## src/nearest_neighbor_warp_gather_assert.svh

```systemverilog
// Assertion macros shared by the warp gather modules.
// NNWG_ASSERT_IMP checks cons in the same cycle as ante.
// NNWG_ASSERT_NXT checks cons in the cycle after ante.
`ifndef NEAREST_NEIGHBOR_WARP_GATHER_ASSERT_SVH
`define NEAREST_NEIGHBOR_WARP_GATHER_ASSERT_SVH
`ifndef NO_ASSERTIONS
`define NNWG_ASSERT_IMP(label, clk, rst, ante, cons) \
   label: assert property (@(posedge clk) disable iff (rst) (ante) |-> (cons)) \
      else $error("nnwg assertion failed");
`define NNWG_ASSERT_NXT(label, clk, rst, ante, cons) \
   label: assert property (@(posedge clk) disable iff (rst) (ante) |=> (cons)) \
      else $error("nnwg assertion failed");
`else
`define NNWG_ASSERT_IMP(label, clk, rst, ante, cons)
`define NNWG_ASSERT_NXT(label, clk, rst, ante, cons)
`endif
`endif

```

## src/nnwg_pkg.sv

```systemverilog
package nnwg_pkg;

   // item and result fields
   localparam int COORD_W   = 16;
   localparam int INDEX_W   = 16;
   localparam int PIX_W     = 8;
   localparam int COORD_FRAC = 14;

   // image store
   localparam int ADDR_W      = 16;
   localparam int IMAGE_DEPTH = 1 << ADDR_W;

   // extents and index arithmetic
   localparam int EXT_W      = 9;
   localparam int MAX_EXTENT = 256;
   localparam int POS_W      = 8;
   localparam int T_W        = COORD_FRAC + 2;
   localparam int PROD_W     = T_W + POS_W;
   localparam int ROW_W      = POS_W + EXT_W;
   localparam int IDX_W      = ROW_W + EXT_W;

   localparam logic signed [COORD_W-1:0] COORD_ONE     = COORD_W'(1 << COORD_FRAC);
   localparam logic signed [COORD_W-1:0] COORD_NEG_ONE = -COORD_ONE;

   // front pipeline depth and queue sizing
   localparam int PIPE_STAGES = 4;
   localparam int Q_DEPTH     = 8;
   localparam int Q_PTR_W     = $clog2(Q_DEPTH);
   localparam int Q_CNT_W     = Q_PTR_W + 1;

   // command codes
   localparam logic CMD_WRITE = 1'b0;
   localparam logic CMD_WARP  = 1'b1;

   // configuration register map
   localparam int CSR_ADDR_W = 4;
   localparam int CSR_DATA_W = 32;
   localparam logic [1:0] REG_SIZE_X = 2'd0;
   localparam logic [1:0] REG_SIZE_Y = 2'd1;
   localparam logic [1:0] REG_SIZE_Z = 2'd2;
   localparam logic [EXT_W-1:0] SIZE_X_RESET = EXT_W'(64);
   localparam logic [EXT_W-1:0] SIZE_Y_RESET = EXT_W'(64);
   localparam logic [EXT_W-1:0] SIZE_Z_RESET = EXT_W'(16);

   typedef struct packed {
      logic               command;
      logic [INDEX_W-1:0] write_index;
      logic [PIX_W-1:0]   write_pixel;
      logic [COORD_W-1:0] coord_x;
      logic [COORD_W-1:0] coord_y;
      logic [COORD_W-1:0] coord_z;
   } item_type;

   // effective extents, each in 1..MAX_EXTENT
   typedef struct packed {
      logic [EXT_W-1:0] x;
      logic [EXT_W-1:0] y;
      logic [EXT_W-1:0] z;
   } extent_type;

   // one beat handed from the front to the back
   typedef struct packed {
      logic              command;
      logic              out_of_range;
      logic [ADDR_W-1:0] addr;
      logic [PIX_W-1:0]  pixel;
   } beat_type;

   typedef struct packed {
      logic empty;
      logic near_full;
   } qstat_type;

endpackage

```

## src/nnwg_queue.sv

```systemverilog
module nnwg_queue (
   input  logic                clock,
   input  logic                reset,
   input  logic                push,
   input  nnwg_pkg::beat_type  push_beat,
   input  logic                pop,
   output nnwg_pkg::beat_type  head,
   output nnwg_pkg::qstat_type stat
);
   import nnwg_pkg::*;
   `include "nearest_neighbor_warp_gather_assert.svh"

   beat_type            slot_ff [Q_DEPTH];
   logic [Q_PTR_W-1:0]  wr_ff, wr_in;
   logic [Q_PTR_W-1:0]  rd_ff, rd_in;
   logic [Q_CNT_W-1:0]  cnt_ff, cnt_in;

   always_comb begin
      wr_in  = push ? wr_ff + Q_PTR_W'(1) : wr_ff;
      rd_in  = pop  ? rd_ff + Q_PTR_W'(1) : rd_ff;
      cnt_in = cnt_ff + Q_CNT_W'(push) - Q_CNT_W'(pop);
   end

   always_ff @(posedge clock) begin
      if (reset) begin
         wr_ff  <= '0;
         rd_ff  <= '0;
         cnt_ff <= '0;
      end else begin
         wr_ff  <= wr_in;
         rd_ff  <= rd_in;
         cnt_ff <= cnt_in;
      end
   end

   always_ff @(posedge clock) begin
      if (push) begin
         slot_ff[wr_ff] <= push_beat;
      end
   end

   assign head           = slot_ff[rd_ff];
   assign stat.empty     = (cnt_ff == '0);
   // leave room for every beat still in the front pipeline
   assign stat.near_full = (cnt_ff > Q_CNT_W'(Q_DEPTH - PIPE_STAGES));

   `NNWG_ASSERT_IMP(a_no_pop_empty, clock, reset, pop, cnt_ff != '0)
   `NNWG_ASSERT_IMP(a_no_overflow, clock, reset, push && !pop, cnt_ff < Q_CNT_W'(Q_DEPTH))

endmodule

```

## config.mk

```make
export PLATFORM = sky130hd
export DESIGN_NAME = nnwg_queue
export DESIGN_NICKNAME = d
export VERILOG_FILES = /design/src/nnwg_pkg.sv /design/src/nnwg_queue.sv
export VERILOG_INCLUDE_DIRS = /design/src /design/src/src
export SDC_FILE = /design/constraint.sdc
export NUM_CORES = 1
export LEC_CHECK = 0
export BUFFER_PORTS_ARGS = -buffer_cell sky130_fd_sc_hd__buf_2
export CORE_ASPECT_RATIO = 1.2
export CORE_MARGIN = 4
export CORE_UTILIZATION = 63
export CTS_CLUSTER_DIAMETER = 40
export DETAILED_ROUTE_END_ITERATION = 10
export PLACE_DENSITY = 0.91
export SYNTH_ARGS = -nofsm -noshare
export SYNTH_HDL_FRONTEND = slang
export SYNTH_SLANG_ARGS = --single-unit
```

## constraint.sdc

```tcl
create_clock -name clock -period 4.2 [get_ports clock]
set_input_delay 0.21 -clock clock [delete_from_list [all_inputs] [get_ports clock]]
set_output_delay 0.21 -clock clock [all_outputs]
set_load 0.01 [all_outputs]
```

==> impl_metrics.env <==
export IMPL_post_drt_wl_per_cell_um=25.8
export IMPL_synth_cells=372
export IMPL_die_area_um2=15600
export IMPL_min_period_ns=2.89
export IMPL_clockBufferDepth=3
export IMPL_final_nets=509
export IMPL_synthesis_area_um2=8610
export IMPL_num_fill_cells=684
export IMPL_grt_pass1_vias=4239
export IMPL_cp_end_kind="output pin"
export IMPL_maxSlewHeadroom_pct=19.7
export IMPL_avgSynthCellArea_um2=23.2
export IMPL_antenna_found_initial=1
export IMPL_clk_latency_ns=0.49
export IMPL_ir_drop_mv=0.419
export IMPL_vias_per_cell=6.26
export IMPL_drv_cap=0
export IMPL_power_density_nw_per_um2=487
export IMPL_ctsRootBufferMaster="clkbuf_16"
export IMPL_fmax_ghz=0.346
export IMPL_cp_required_ns=3.99
export IMPL_drt_total_wl_um=16900
export IMPL_fin_cells=654
export IMPL_postSynthNetCount=411
export IMPL_fin_ws_ns=1.31
export IMPL_setup_viol=0
export IMPL_dp_hpwl_um=8710
export IMPL_status="finished clean"
export IMPL_hold_path_class="in -> reg"
export IMPL_h_tree_depth=1
export IMPL_clockPowerShare_pct=39.2
export IMPL_post_cts_buffers=0
export IMPL_antenna_left=0
export IMPL_cts_tree="done"
export IMPL_grtUsageTotal_pct=22.7
export IMPL_rsz0062_at_grt="false"
export IMPL_overflow=0
export IMPL_ys_flop_type="edfxtp_1"
export IMPL_grt_pass1_wl_um=25600
export IMPL_ys_seq_area_share_pct=75.5
export IMPL_gp_congestion=0.671
export IMPL_netlist_area_leader_share_pct=72.5
export IMPL_postCtsHoldBufs=24
export IMPL_cts_buffers=22
export IMPL_p_seq_share_pct=51.4
export IMPL_arrival_ns=2.68
export IMPL_drv_slew=0
export IMPL_die_height_um=136
export IMPL_syn_to_final_growth_pct=16.9
export IMPL_p_int_w=0.00384
export IMPL_rrSetupSlack_ns=2.33
export IMPL_antenna_cells=0
export IMPL_worst_setup_path_type="reg -> out"
export IMPL_synth_most_common_cell="edfxtp_1"
export IMPL_routed_via_count=4095
export IMPL_dr_pass1_iters=4
export IMPL_dp_cells=590
export IMPL_yosysUniqueCellTypes=24
export IMPL_num_rows=46
export IMPL_fin_total_pwr_w=0.00490
export IMPL_post_cts_resized=0
export IMPL_start_kind="register"
export IMPL_critPathMaxFanout=23
export IMPL_portBuffers=57
export IMPL_p_leak_nw=3.41
export IMPL_path_clk_slew_ns=0.06
export IMPL_swShare_pct=21.7
export IMPL_ys_top_cells_by_count="edfxtp_1, mux4_1, mux2_2"
export IMPL_synth_seq_cells=221
export IMPL_synth_warning_count=0
export IMPL_synth_enable_flop_cells=208
export IMPL_max_slew_worst_pin_slew_ns=1.20
export IMPL_core_area_um2=13300
export IMPL_io_pin_count=58
export IMPL_synth_area_leaders="edfxtp_1, mux4_1, mux2_2"
export IMPL_grt_max_degree=53
export IMPL_power_switching_w=0.00106
export IMPL_finalCritPeriodShare_pct=68.9
export IMPL_pwr_share_comb_pct=9.4
export IMPL_drc=0
export IMPL_clock_skew_ns=0.00609
export IMPL_drt_iter0_drc=284
export IMPL_fin_tns_setup_ns=0
export IMPL_hold_viol_final=0
export IMPL_initial_core_util_pct=64.8
export IMPL_die_w_um=115
export IMPL_pre_cts_ws_ns=1.84
export IMPL_async_flop_share_pct=0
export IMPL_utilization_pct=75.7
export IMPL_synth_top_area_cell="edfxtp_1"
export IMPL_drive_gt1_share_pct=29.0
export IMPL_clock_sinks=221
[registers in the layout, indices dropped and copies added, names as in the netlist, named ones only]
register and cells:
wr_ff 3, rd_ff 3, cnt_ff 4, slot_ff 208
[layer usage]
| metal | share of wire (%) | global-route usage (%) | vias up |
|---|---|---|---|
| met5 | 0.041 | 0 | - |
| met4 | 2.8 | 8.61 | 2 |
| met3 | 5.2 | 3.03 | 43 |
| met2 | 54 | 39.6 | 145 |
| met1 | 38 | 29.2 | 2131 |
| li1 | - | - | 1774 |
[placed cells by master (no fill, tap or decap), types with 2 or more instances in the layout]
| master | Yosys | layout |
|---|---|---|
| ha_1 | 8 | 8 |
| o21ai_0 | 2 | 2 |
| clkbuf_1 | 9 | 8 |
| xnor2_1 | 2 | 2 |
| edfxtp_1 | 208 | 208 |
| nand2b_1 | 4 | 4 |
| mux2i_1 | 2 | 2 |
| nor2_2 | 0 | 4 |
| nor3_2 | 0 | 2 |
| a21oi_1 | 2 | 2 |
| nand2_1 | 4 | 4 |
| mux2_2 | 26 | 26 |
| nor2_4 | 0 | 2 |
| buf_4 | 0 | 9 |
| dfxtp_2 | 0 | 2 |
| inv_1 | 7 | 7 |
| clkbuf_16 | 0 | 23 |
| clkbuf_8 | 0 | 3 |
| dfxtp_1 | 13 | 11 |
| nor2_1 | 16 | 10 |
| xor2_1 | 3 | 3 |
| dlygate4sd3_1 | 0 | 24 |
| buf_2 | 0 | 57 |
| mux4_1 | 46 | 46 |
| mux4_2 | 6 | 6 |
[metrics by stage]
stage               hold WS, ns  cell area (um^2)
finish                   0.0168             10100
global route             0.0130             10100
CTS                     0.00319             10100
detailed placement        0.479              9110
global placement          0.463              9110
floorplan                 0.309              8610
[logic make-up (layout without fill, tap and decap cells)]
group | count (synthesis) | in the layout | share of synthesized area, %
XOR/XNOR | 5 | 5 | 0.508
AO/OA/AOI/OAI | 5 | 5 | 0.334
multiplexers | 80 | 80 | 19.2
adder cells (fa/ha/maj) | 9 | 9 | 1.39
AND/OR/NAND/NOR | 29 | 29 | 1.48
buffers and inverters | 23 | 137 | 1.52
flip-flops | 221 | 221 | 75.5
[final cells by class]
type,instances,area [um^2],area share [%]
Sequential cell,221,6510,64.6
Multi-Input combinational cell,128,2010,20.0
Clock buffer,34,647,6.42
Timing Repair Buffer,90,593,5.89
Tap cell,168,210,2.09
Clock inverter,6,71.3,0.708
Inverter,7,26.3,0.261
[critical path, stage by stage, from the launching register on]
cell and delay (ns):
dfxtp_2 0.61, buf_4 0.47, mux4_1 0.66, mux2_2 0.29
buf_2 0.14
[final timing paths]
path	from	endpoint	depth (start not counted)
max	register	head[3]	4
min	push_beat[2]	slot_ff[3][2]	1
max reg2reg	wr_ff[0]	slot_ff[3][3]	2
min reg2reg	wr_ff[2]	wr_ff[2]	2
[power by group through the flow]
stage          Combinational, W  Clock [W]  Sequential (W)
5_1_grt                0.000507    0.00205         0.00252
3_5_place_dp           0.000438          0         0.00256
2_1_floorplan          0.000297          0         0.00255
6_report               0.000463    0.00192         0.00252
3_3_place_gp           0.000414          0         0.00256
4_1_cts                0.000469    0.00194         0.00252
Power figures use the tool's default switching activity.
