[config.mk]
export PLATFORM = sky130hd
export DESIGN_NAME = nnwg_front
export DESIGN_NICKNAME = d
export VERILOG_FILES = /design/src/nearest_neighbor_warp_gather_assert.svh /design/src/nnwg_pkg.sv /design/src/nnwg_front.sv
export SDC_FILE = /design/constraint.sdc
export NUM_CORES = 1
export LEC_CHECK = 0
export ABC_AREA = 1
export ABC_CLOCK_PERIOD_IN_PS = 6500
export CAP_MARGIN = 15
export CORE_ASPECT_RATIO = 0.75
export CORE_MARGIN = 2
export CORE_UTILIZATION = 40
export DETAILED_ROUTE_END_ITERATION = 12
export DONT_BUFFER_PORTS = 1
export PLACE_DENSITY_LB_ADDON = 0.2
export SKIP_CTS_REPAIR_TIMING = 1
export SYNTH_ARGS = -nofsm -noshare
export SYNTH_HDL_FRONTEND = slang
export SYNTH_SLANG_ARGS = --single-unit
[constraint.sdc]
create_clock -name clock -period 6.5 [get_ports clock]
set_clock_uncertainty 0.15 [all_clocks]
set_input_delay 0 -clock clock [delete_from_list [all_inputs] [get_ports clock]]
set_output_delay 0 -clock clock [all_outputs]
set_load 0.005 [all_outputs]
[src/nearest_neighbor_warp_gather_assert.svh]
// Assertion macros shared by the warp gather modules.
// NNWG_ASSERT_IMP checks cons in the same cycle as ante.
// NNWG_ASSERT_NXT checks cons in the cycle after ante.
`ifndef NEAREST_NEIGHBOR_WARP_GATHER_ASSERT_SVH
`define NEAREST_NEIGHBOR_WARP_GATHER_ASSERT_SVH
`ifndef NO_ASSERTIONS
`define NNWG_ASSERT_IMP(label, clk, rst, ante, cons) \
   label: assert property (@(posedge clk) disable iff (rst) (ante) |-> (cons)) \
      else $error("nnwg assertion failed");
`define NNWG_ASSERT_NXT(label, clk, rst, ante, cons) \
   label: assert property (@(posedge clk) disable iff (rst) (ante) |=> (cons)) \
      else $error("nnwg assertion failed");
`else
`define NNWG_ASSERT_IMP(label, clk, rst, ante, cons)
`define NNWG_ASSERT_NXT(label, clk, rst, ante, cons)
`endif
`endif

[src/nnwg_pkg.sv]
package nnwg_pkg;

   // item and result fields
   localparam int COORD_W   = 16;
   localparam int INDEX_W   = 16;
   localparam int PIX_W     = 8;
   localparam int COORD_FRAC = 14;

   // image store
   localparam int ADDR_W      = 16;
   localparam int IMAGE_DEPTH = 1 << ADDR_W;

   // extents and index arithmetic
   localparam int EXT_W      = 9;
   localparam int MAX_EXTENT = 256;
   localparam int POS_W      = 8;
   localparam int T_W        = COORD_FRAC + 2;
   localparam int PROD_W     = T_W + POS_W;
   localparam int ROW_W      = POS_W + EXT_W;
   localparam int IDX_W      = ROW_W + EXT_W;

   localparam logic signed [COORD_W-1:0] COORD_ONE     = COORD_W'(1 << COORD_FRAC);
   localparam logic signed [COORD_W-1:0] COORD_NEG_ONE = -COORD_ONE;

   // front pipeline depth and queue sizing
   localparam int PIPE_STAGES = 4;
   localparam int Q_DEPTH     = 8;
   localparam int Q_PTR_W     = $clog2(Q_DEPTH);
   localparam int Q_CNT_W     = Q_PTR_W + 1;

   // command codes
   localparam logic CMD_WRITE = 1'b0;
   localparam logic CMD_WARP  = 1'b1;

   // configuration register map
   localparam int CSR_ADDR_W = 4;
   localparam int CSR_DATA_W = 32;
   localparam logic [1:0] REG_SIZE_X = 2'd0;
   localparam logic [1:0] REG_SIZE_Y = 2'd1;
   localparam logic [1:0] REG_SIZE_Z = 2'd2;
   localparam logic [EXT_W-1:0] SIZE_X_RESET = EXT_W'(64);
   localparam logic [EXT_W-1:0] SIZE_Y_RESET = EXT_W'(64);
   localparam logic [EXT_W-1:0] SIZE_Z_RESET = EXT_W'(16);

   typedef struct packed {
      logic               command;
      logic [INDEX_W-1:0] write_index;
      logic [PIX_W-1:0]   write_pixel;
      logic [COORD_W-1:0] coord_x;
      logic [COORD_W-1:0] coord_y;
      logic [COORD_W-1:0] coord_z;
   } item_type;

   // effective extents, each in 1..MAX_EXTENT
   typedef struct packed {
      logic [EXT_W-1:0] x;
      logic [EXT_W-1:0] y;
      logic [EXT_W-1:0] z;
   } extent_type;

   // one beat handed from the front to the back
   typedef struct packed {
      logic              command;
      logic              out_of_range;
      logic [ADDR_W-1:0] addr;
      logic [PIX_W-1:0]  pixel;
   } beat_type;

   typedef struct packed {
      logic empty;
      logic near_full;
   } qstat_type;

endpackage

[src/nnwg_front.sv]
module nnwg_front (
   input  logic                clock,
   input  logic                reset,
   input  logic                accept,
   input  nnwg_pkg::item_type  item,
   input  nnwg_pkg::extent_type ext,
   output logic                push,
   output nnwg_pkg::beat_type  beat
);
   import nnwg_pkg::*;

   // clamp to [-1, 1] and shift into [0, 2]
   function automatic logic [T_W-1:0] shift_coord(input logic [COORD_W-1:0] raw);
      logic signed [COORD_W-1:0] c;
      logic signed [COORD_W:0]   s;
      c = $signed(raw);
      if (c > COORD_ONE) begin
         c = COORD_ONE;
      end else if (c < COORD_NEG_ONE) begin
         c = COORD_NEG_ONE;
      end
      s = {c[COORD_W-1], c} + {COORD_ONE[COORD_W-1], COORD_ONE};
      return s[T_W-1:0];
   endfunction

   // round half up: (prod + ONE) >> (frac + 1)
   function automatic logic [POS_W-1:0] round_pos(input logic [PROD_W-1:0] prod);
      logic [PROD_W:0] s;
      s = {1'b0, prod} + (PROD_W+1)'(COORD_ONE);
      return s[COORD_FRAC+1 +: POS_W];
   endfunction

   // stage A: captured item
   logic     va_ff;
   item_type a_ff;

   // stage B: scaled coordinates
   logic               vb_ff;
   logic               b_cmd_ff;
   logic [INDEX_W-1:0] b_widx_ff;
   logic [PIX_W-1:0]   b_wpix_ff;
   logic [PROD_W-1:0]  b_px_ff, b_py_ff, b_pz_ff;
   logic [PROD_W-1:0]  b_px_in, b_py_in, b_pz_in;

   // stage C: row term
   logic               vc_ff;
   logic               c_cmd_ff;
   logic [INDEX_W-1:0] c_widx_ff;
   logic [PIX_W-1:0]   c_wpix_ff;
   logic [ROW_W-1:0]   c_row_ff, c_row_in;
   logic [POS_W-1:0]   c_pz_ff, c_pz_in;

   // stage D: linear index
   logic               vd_ff;
   logic               d_cmd_ff;
   logic [INDEX_W-1:0] d_widx_ff;
   logic [PIX_W-1:0]   d_wpix_ff;
   logic [IDX_W-1:0]   d_idx_ff, d_idx_in;

   logic [POS_W-1:0] span_x, span_y, span_z;

   always_comb begin
      span_x  = POS_W'(ext.x - EXT_W'(1));
      span_y  = POS_W'(ext.y - EXT_W'(1));
      span_z  = POS_W'(ext.z - EXT_W'(1));
      b_px_in = {{POS_W{1'b0}}, shift_coord(a_ff.coord_x)} * {{T_W{1'b0}}, span_x};
      b_py_in = {{POS_W{1'b0}}, shift_coord(a_ff.coord_y)} * {{T_W{1'b0}}, span_y};
      b_pz_in = {{POS_W{1'b0}}, shift_coord(a_ff.coord_z)} * {{T_W{1'b0}}, span_z};
      c_row_in = {{EXT_W{1'b0}}, round_pos(b_px_ff)} * {{POS_W{1'b0}}, ext.y}
                 + {{EXT_W{1'b0}}, round_pos(b_py_ff)};
      c_pz_in  = round_pos(b_pz_ff);
      d_idx_in = {{EXT_W{1'b0}}, c_row_ff} * {{ROW_W{1'b0}}, ext.z}
                 + {{(IDX_W - POS_W){1'b0}}, c_pz_ff};
   end

   always_ff @(posedge clock) begin
      if (reset) begin
         va_ff <= 1'b0;
         vb_ff <= 1'b0;
         vc_ff <= 1'b0;
         vd_ff <= 1'b0;
      end else begin
         va_ff <= accept;
         vb_ff <= va_ff;
         vc_ff <= vb_ff;
         vd_ff <= vc_ff;
      end
   end

   always_ff @(posedge clock) begin
      a_ff      <= item;
      b_cmd_ff  <= a_ff.command;
      b_widx_ff <= a_ff.write_index;
      b_wpix_ff <= a_ff.write_pixel;
      b_px_ff   <= b_px_in;
      b_py_ff   <= b_py_in;
      b_pz_ff   <= b_pz_in;
      c_cmd_ff  <= b_cmd_ff;
      c_widx_ff <= b_widx_ff;
      c_wpix_ff <= b_wpix_ff;
      c_row_ff  <= c_row_in;
      c_pz_ff   <= c_pz_in;
      d_cmd_ff  <= c_cmd_ff;
      d_widx_ff <= c_widx_ff;
      d_wpix_ff <= c_wpix_ff;
      d_idx_ff  <= d_idx_in;
   end

   assign push = vd_ff;

   always_comb begin
      beat.command      = d_cmd_ff;
      beat.pixel        = d_wpix_ff;
      beat.out_of_range = 1'b0;
      beat.addr         = ADDR_W'(d_widx_ff);
      if (d_cmd_ff == CMD_WARP) begin
         beat.out_of_range = (d_idx_ff >= IDX_W'(IMAGE_DEPTH));
         beat.addr         = d_idx_ff[ADDR_W-1:0];
      end
   end

endmodule

==> results of run 1 <==
-- state kept, by name, indices dropped and copies added, names as in the netlist, 8 cells and up --
signal and count:
a_ff 73, b_px_ff 9, b_py_ff 9, b_pz_ff 9, b_widx_ff 16, b_wpix_ff 8, c_pz_ff 8, c_row_ff 17
c_widx_ff 16, c_wpix_ff 8, d_idx_ff 26, d_widx_ff 16, d_wpix_ff 8
-- tightest hold or removal path, cell delays in order --
cell,delay (ns)
nor3_4,0.03
xor2_2,0.20
nand2_1,0.09
xor2_1,0.14
xnor2_1,0.15
-- cells in the mapped netlist, drive strengths merged, types with 13 or more instances --
library cell and instances:
a21oi 99, buf 28, clkbuf 52, dfxtp 230, fa 406, ha 231
inv 626, nand2 488, nand3 85, nand4 20, nor2 473, nor3 30
o21a 15, o21ai 48, or2 13, xnor2 29, xor2 76
-- metrics by stage --
| stage | worst slack, ns | utilization | hold WS, ns | std cells |
|---|---|---|---|---|
| after floorplan | 1.645 | - | -0.1223 | 2982 |
| after global placement | 0.9452 | 0.4149 | -0.1222 | 3728 |
| after detailed placement | 0.8792 | 0.4149 | -0.1223 | 3728 |
| after CTS | 0.8477 | 0.4286 | -0.7141 | 3771 |
| after global routing | 0.4021 | 0.4544 | 0.002854 | 3931 |
| final | 0.6931 | 0.4545 | -0.01294 | 3932 |
-- per-layer routing --
metal,vias up,track usage
li1,9142,-
met1,9271,0.2625
met2,554,0.2874
met3,58,0.03601
met4,0,0.03574
met5,-,0
-- final timing paths --
check | start | endpoint
max | a_ff[30] | b_py_ff[20]
max reg2reg | a_ff[30] | b_py_ff[20]
min | ext[6] | b_pz_ff[22]
min reg2reg | b_widx_ff[0] | c_widx_ff[0]
-- final cells by class --
type,count,area (µm²)
antenna,2,5.005
clock buffer,31,668.1
clock inverter,12,181.4
fill,5941,33700
inverter,627,2364
multi-input combinational,2045,17530
sequential,230,4604
tap,810,1013
timing repair buffer,175,1712
-- kinds of logic (layout without fill, tap and decap cells) --
logic type | count (synthesis) | in the layout | synth area share
buf+inv | 707 | 845 | 0.1093
flops | 230 | 230 | 0.1853
fa+ha+maj | 637 | 637 | 0.4434
compound gates | 188 | 188 | 0.04255
simple gates | 1115 | 1115 | 0.1816
xor+xnor | 105 | 105 | 0.03792
other cells | 0 | 2 | 0
==> results.toml, run 1 <==
[status]
status = "complete, but fails checks"
violations = "hold timing"

[clock_tree]
cts.clk_slew.worst_paths_ns = 0.07
root_buffer = "clkbuf_16"
h-tree-depth = 1
clk_latency_ns = 0.55
tritoncts = "yes"
numCtsBuffers = 25
clk_path_buf_depth = 3
cts_num_sinks = 230

[critical_path]
r2r_slack_ns = 0.69
slowest_stage = "fa_1"
r2r_cells = 18
critPathKind = "reg -> reg"
crit_family = "adder cells"
critPathMaxFanout = 21
crit_cells = 18
cp-start-kind = "register"
worstSetupEndpointType = "register"
cp.buffers_inverters = 3
crit_required_ns = 6.78
critPathMaxStageDelay_ns = 0.55
cp.arrival_ns = 6.09
cpMostUsedCell = "fa_1"
crit_path_cell_trace = "inv_1 -> nor2_1 -> nand2_1 -> nand3_1 -> nor2_1 -> fa_1 -> fa_1 -> fa_1 -> inv_1 -> fa_1 -> inv_1 -> ha_1 -> a21oi_1 -> o21ai_0 -> a21oi_1 -> o21a_1 -> nand2_1 -> xor2_1"

[synthesis]
synth-main-ff-cell = "dfxtp_1"
synth_area_leader_cell = "fa_1"
yosys_warnings = 0
yosys-top-cells-area = "fa_1 33%, dfxtp_1 19%, ha_1 12%"
synth-edff-count = 0
async_flop_share = 0
syn_inst = 2982
synth.distinct_cells = 46
synth.avg_cell_area_um2 = 8.333
ys_ff_latch = 230
syn_area_um2 = 24850
syn-num-nets = 3722
yosysSeqAreaShare = 0.1853
yosys.area.top_type_share = 0.3271

[floorplan]
coreArea_um2 = 61780
ioPinCount = 130
design.die.area_um2 = 64150
start_util = 0.4022
dieWidth_um = 291.8
num_rows = 79
die_h_um = 219.9

[finish]
nets = 3844
final_common_cell = "inv_1"
drive_gt1_frac = 0.03077
area_delta_synth_final_pct = 12.99
final_cell_area_um2 = 28080
final_cell_mix = "621 x inv_1, 481 x nand2_1, 469 x nor2_1"

[grt]
grt_pass1_wl_mm = 95.70
grt_max_degree = 32
antenna_found_initial = 1
grt_overflow = 0
grt_pass1_vias = 19080
grt.total_usage = 0.1828

[drt]
drc = 0
via_per_inst = 4.839
dr.max_layer_used = "met4"
dr_total_vias = 19030
drtIter0Drc = 1181
wl_met1_mm = 28.44
met2WireLength_mm = 25.64
drt_wl_total_mm = 59.07
wl_per_cell_um = 15.02
dr.pass1.iters = 5
wl_met3_mm = 4.060
ant_nets = 0

[timing]
hold_violations = 2
tightestPinTransition_ns = 0.6694
setup_violations = 0
fmax_mhz = 172.2
fin_crit_ns = 5.807
rsz0062_at_grt = "false"
tns_ns = 0
finalCritPeriodShare = 0.8934
drv_slew = 0
slew-limit-headroom = 0.5527
hold_slack_ns = -0.01294

[placed_design]
dp_hpwl_mm = 47.15
dpl-instance-area_um2 = 25630
globalplace.congestion = 0.8770
port_buffers = 0

[min_path]
min_path_cells = 5
min_path_type = "in -> reg"

[job]
maxCapViolCount = 0
Power of run 1 is left out: the tool's default activity adds up to more than one toggle a clock period on the data nets, which glitch-free logic cannot reach.
==> inputs of run 2 (changes only) <==
--- a/config.mk
+++ b/config.mk
@@ -13,7 +13,7 @@
 export CORE_UTILIZATION = 40
 export DETAILED_ROUTE_END_ITERATION = 12
 export DONT_BUFFER_PORTS = 1
-export PLACE_DENSITY_LB_ADDON = 0.2
+export PLACE_DENSITY = 0.58
 export SKIP_CTS_REPAIR_TIMING = 1
 export SYNTH_ARGS = -nofsm -noshare
 export SYNTH_HDL_FRONTEND = slang
==> run 2 against run 1 <==
  * The flow still finishes with violations (hold timing)
  * Highest routed layer unchanged
  * Maximum frequency grew 2.0%
  * Largest cell class unchanged
  * Via count shrank 1.1%
  * Final area grew 0.26%
  * Non-clock buffer count shrank 3
  * Wire length shrank 2.7%
  * Worst hold slack gained 0.0044 ns
  * Die area is the same
==> results.toml, run 2 (synthesis results as in run 1) <==
[floorplan]
ioPinCount = 130
coreArea_um2 = 61780
design.die.area_um2 = 64150
start_util = 0.4022
dieWidth_um = 291.8
num_rows = 79
die_h_um = 219.9

[timing]
drv_slew = 0
finalCritPeriodShare = 0.8760
hold_violations = 1
slew-limit-headroom = 0.3503
fmax_mhz = 175.6
fin_crit_ns = 5.694
setup_violations = 0
hold_slack_ns = -0.008496
rsz0062_at_grt = "false"
tns_ns = 0
tightestPinTransition_ns = 0.9697

[finish]
largest_register_ffs = 73
n_fill_cell = 6032
area_delta_synth_final_pct = 13.29
final_cell_mix = "621 x inv_1, 481 x nand2_1, 469 x nor2_1"
final_common_cell = "inv_1"
reg_top3 = "a_ff (73), d_idx_ff (26), c_row_ff (17)"
largest_register = "a_ff"
drive_gt1_frac = 0.03236
multi_input_area_um2 = 17550
final-seq-area_um2 = 4604
nets = 3843

[clock_tree]
clk_latency_ns = 0.56
cts.clk_slew.worst_paths_ns = 0.06
clk_path_buf_depth = 3
root_buffer = "clkbuf_16"
tritoncts = "yes"
cts_num_sinks = 230
h-tree-depth = 1
numCtsBuffers = 27

[critical_path]
critPathKind = "reg -> reg"
crit_path_cell_trace = "nor2_1 -> nand2_1 -> nor2_1 -> nand2_1 -> nand2_1 -> nand3_1 -> or2_2 -> fa_1 -> fa_1 -> inv_1 -> fa_1 -> fa_1 -> ha_1 -> a21oi_1 -> o21a_1 -> o221a_2 -> nand2_1 -> nand2_1 -> nand2_1 -> xor2_1"
slowest_stage = "fa_1"
worstSetupEndpointType = "register"
cpMostUsedCell = "nand2_1"
critPathMaxStageDelay_ns = 0.54
r2r_cells = 20
cp-start-kind = "register"
crit_start = "a_ff[28]"
cp.arrival_ns = 5.98
crit_family = "adder cells"
endpoint = "b_py_ff[22]"
crit_cells = 20
r2r_slack_ns = 0.81
crit_required_ns = 6.78
cp.buffers_inverters = 1
critPathMaxFanout = 21
r2r-end = "b_py_ff[22]"
reg2reg_from = "a_ff[28]"

[drt]
drtIter0Drc = 1024
dr_total_vias = 18820
dr.pass1.iters = 5
drc = 0
ant_nets = 0
drt_wl_total_mm = 57.48
wl_per_cell_um = 14.61
via_per_inst = 4.785

[min_path]
min_path_type = "in -> reg"
min_path_cells = 6

[grt]
grt_overflow = 0
grt_pass1_wl_mm = 94.19
grt_max_degree = 32
antenna_found_initial = 1
grt_pass1_vias = 18490
grt.total_usage = 0.1795

[job]
maxCapViolCount = 0

[placed_design]
port_buffers = 0
dp_hpwl_mm = 45.22
globalplace.congestion = 0.8565

[status]
violations = "hold timing"
status = "complete, but fails checks"
==> run 2: cell types whose count changed in the layout (fill, tap and decap cells not counted), sizes merged <==
cell and change:
bufinv -1, clkinvlp +2, buf -4, clkbuf +2, clkinv -2, dlygate4sd3 +1, inv +3
==> run 2: worst min path at each step <==
stage,end,slack [ns],startpoint
after floorplan,a_ff[0],-0.12,item[0]
after global placement,a_ff[17],-0.12,item[17]
after detailed placement,a_ff[17],-0.12,item[17]
after CTS,a_ff[16],-0.73,item[16]
after global routing,vb_ff,0.01,reset
final,c_row_ff[2],-0.008,ext[11]
==> run 2: cell type report <==
cell class	instances	share of cell area
diodes	2	0.0001778
clock buffers	33	0.02622
clock inverters	14	0.006489
inverters	627	0.08396
multi-input cells	2045	0.6235
flip-flops and latches	230	0.1636
well taps	810	0.03600
repair buffers	172	0.06009
==> run 2: routing by layer <==
layer  part of all wire  up-vias  GRT usage
met3              0.064       70    0.03086
met1               0.49     9125     0.2622
li1                   -     9154          -
met5                  0        -          0
met2               0.43      470     0.2816
met4              0.018        0    0.03162
==> run 2: per-stage QoR <==
step / worst slack, ns / utilization / hold WS [ns] / area [µm²] / instances
after floorplan: 1.645 / - / -0.1223 / 24850 / 2982
after global placement: 0.9414 / 0.4148 / -0.1222 / 25620 / 3724
after detailed placement: 0.9170 / 0.4148 / -0.1223 / 25620 / 3724
after CTS: 0.8919 / 0.4297 / -0.7279 / 26540 / 3771
after global routing: 0.3832 / 0.4556 / 0.01302 / 28150 / 3931
final: 0.8061 / 0.4557 / -0.008496 / 28150 / 3933
==> run 2: tightest hold or removal path, cell delays in order <==
cell and delay, ns:
nand2_1 0.04, inv_1 0.07, fa_1 0.17, ha_1 0.12, ha_1 0.13, ha_1 0.13
Power of run 2 is left out for the same reason.
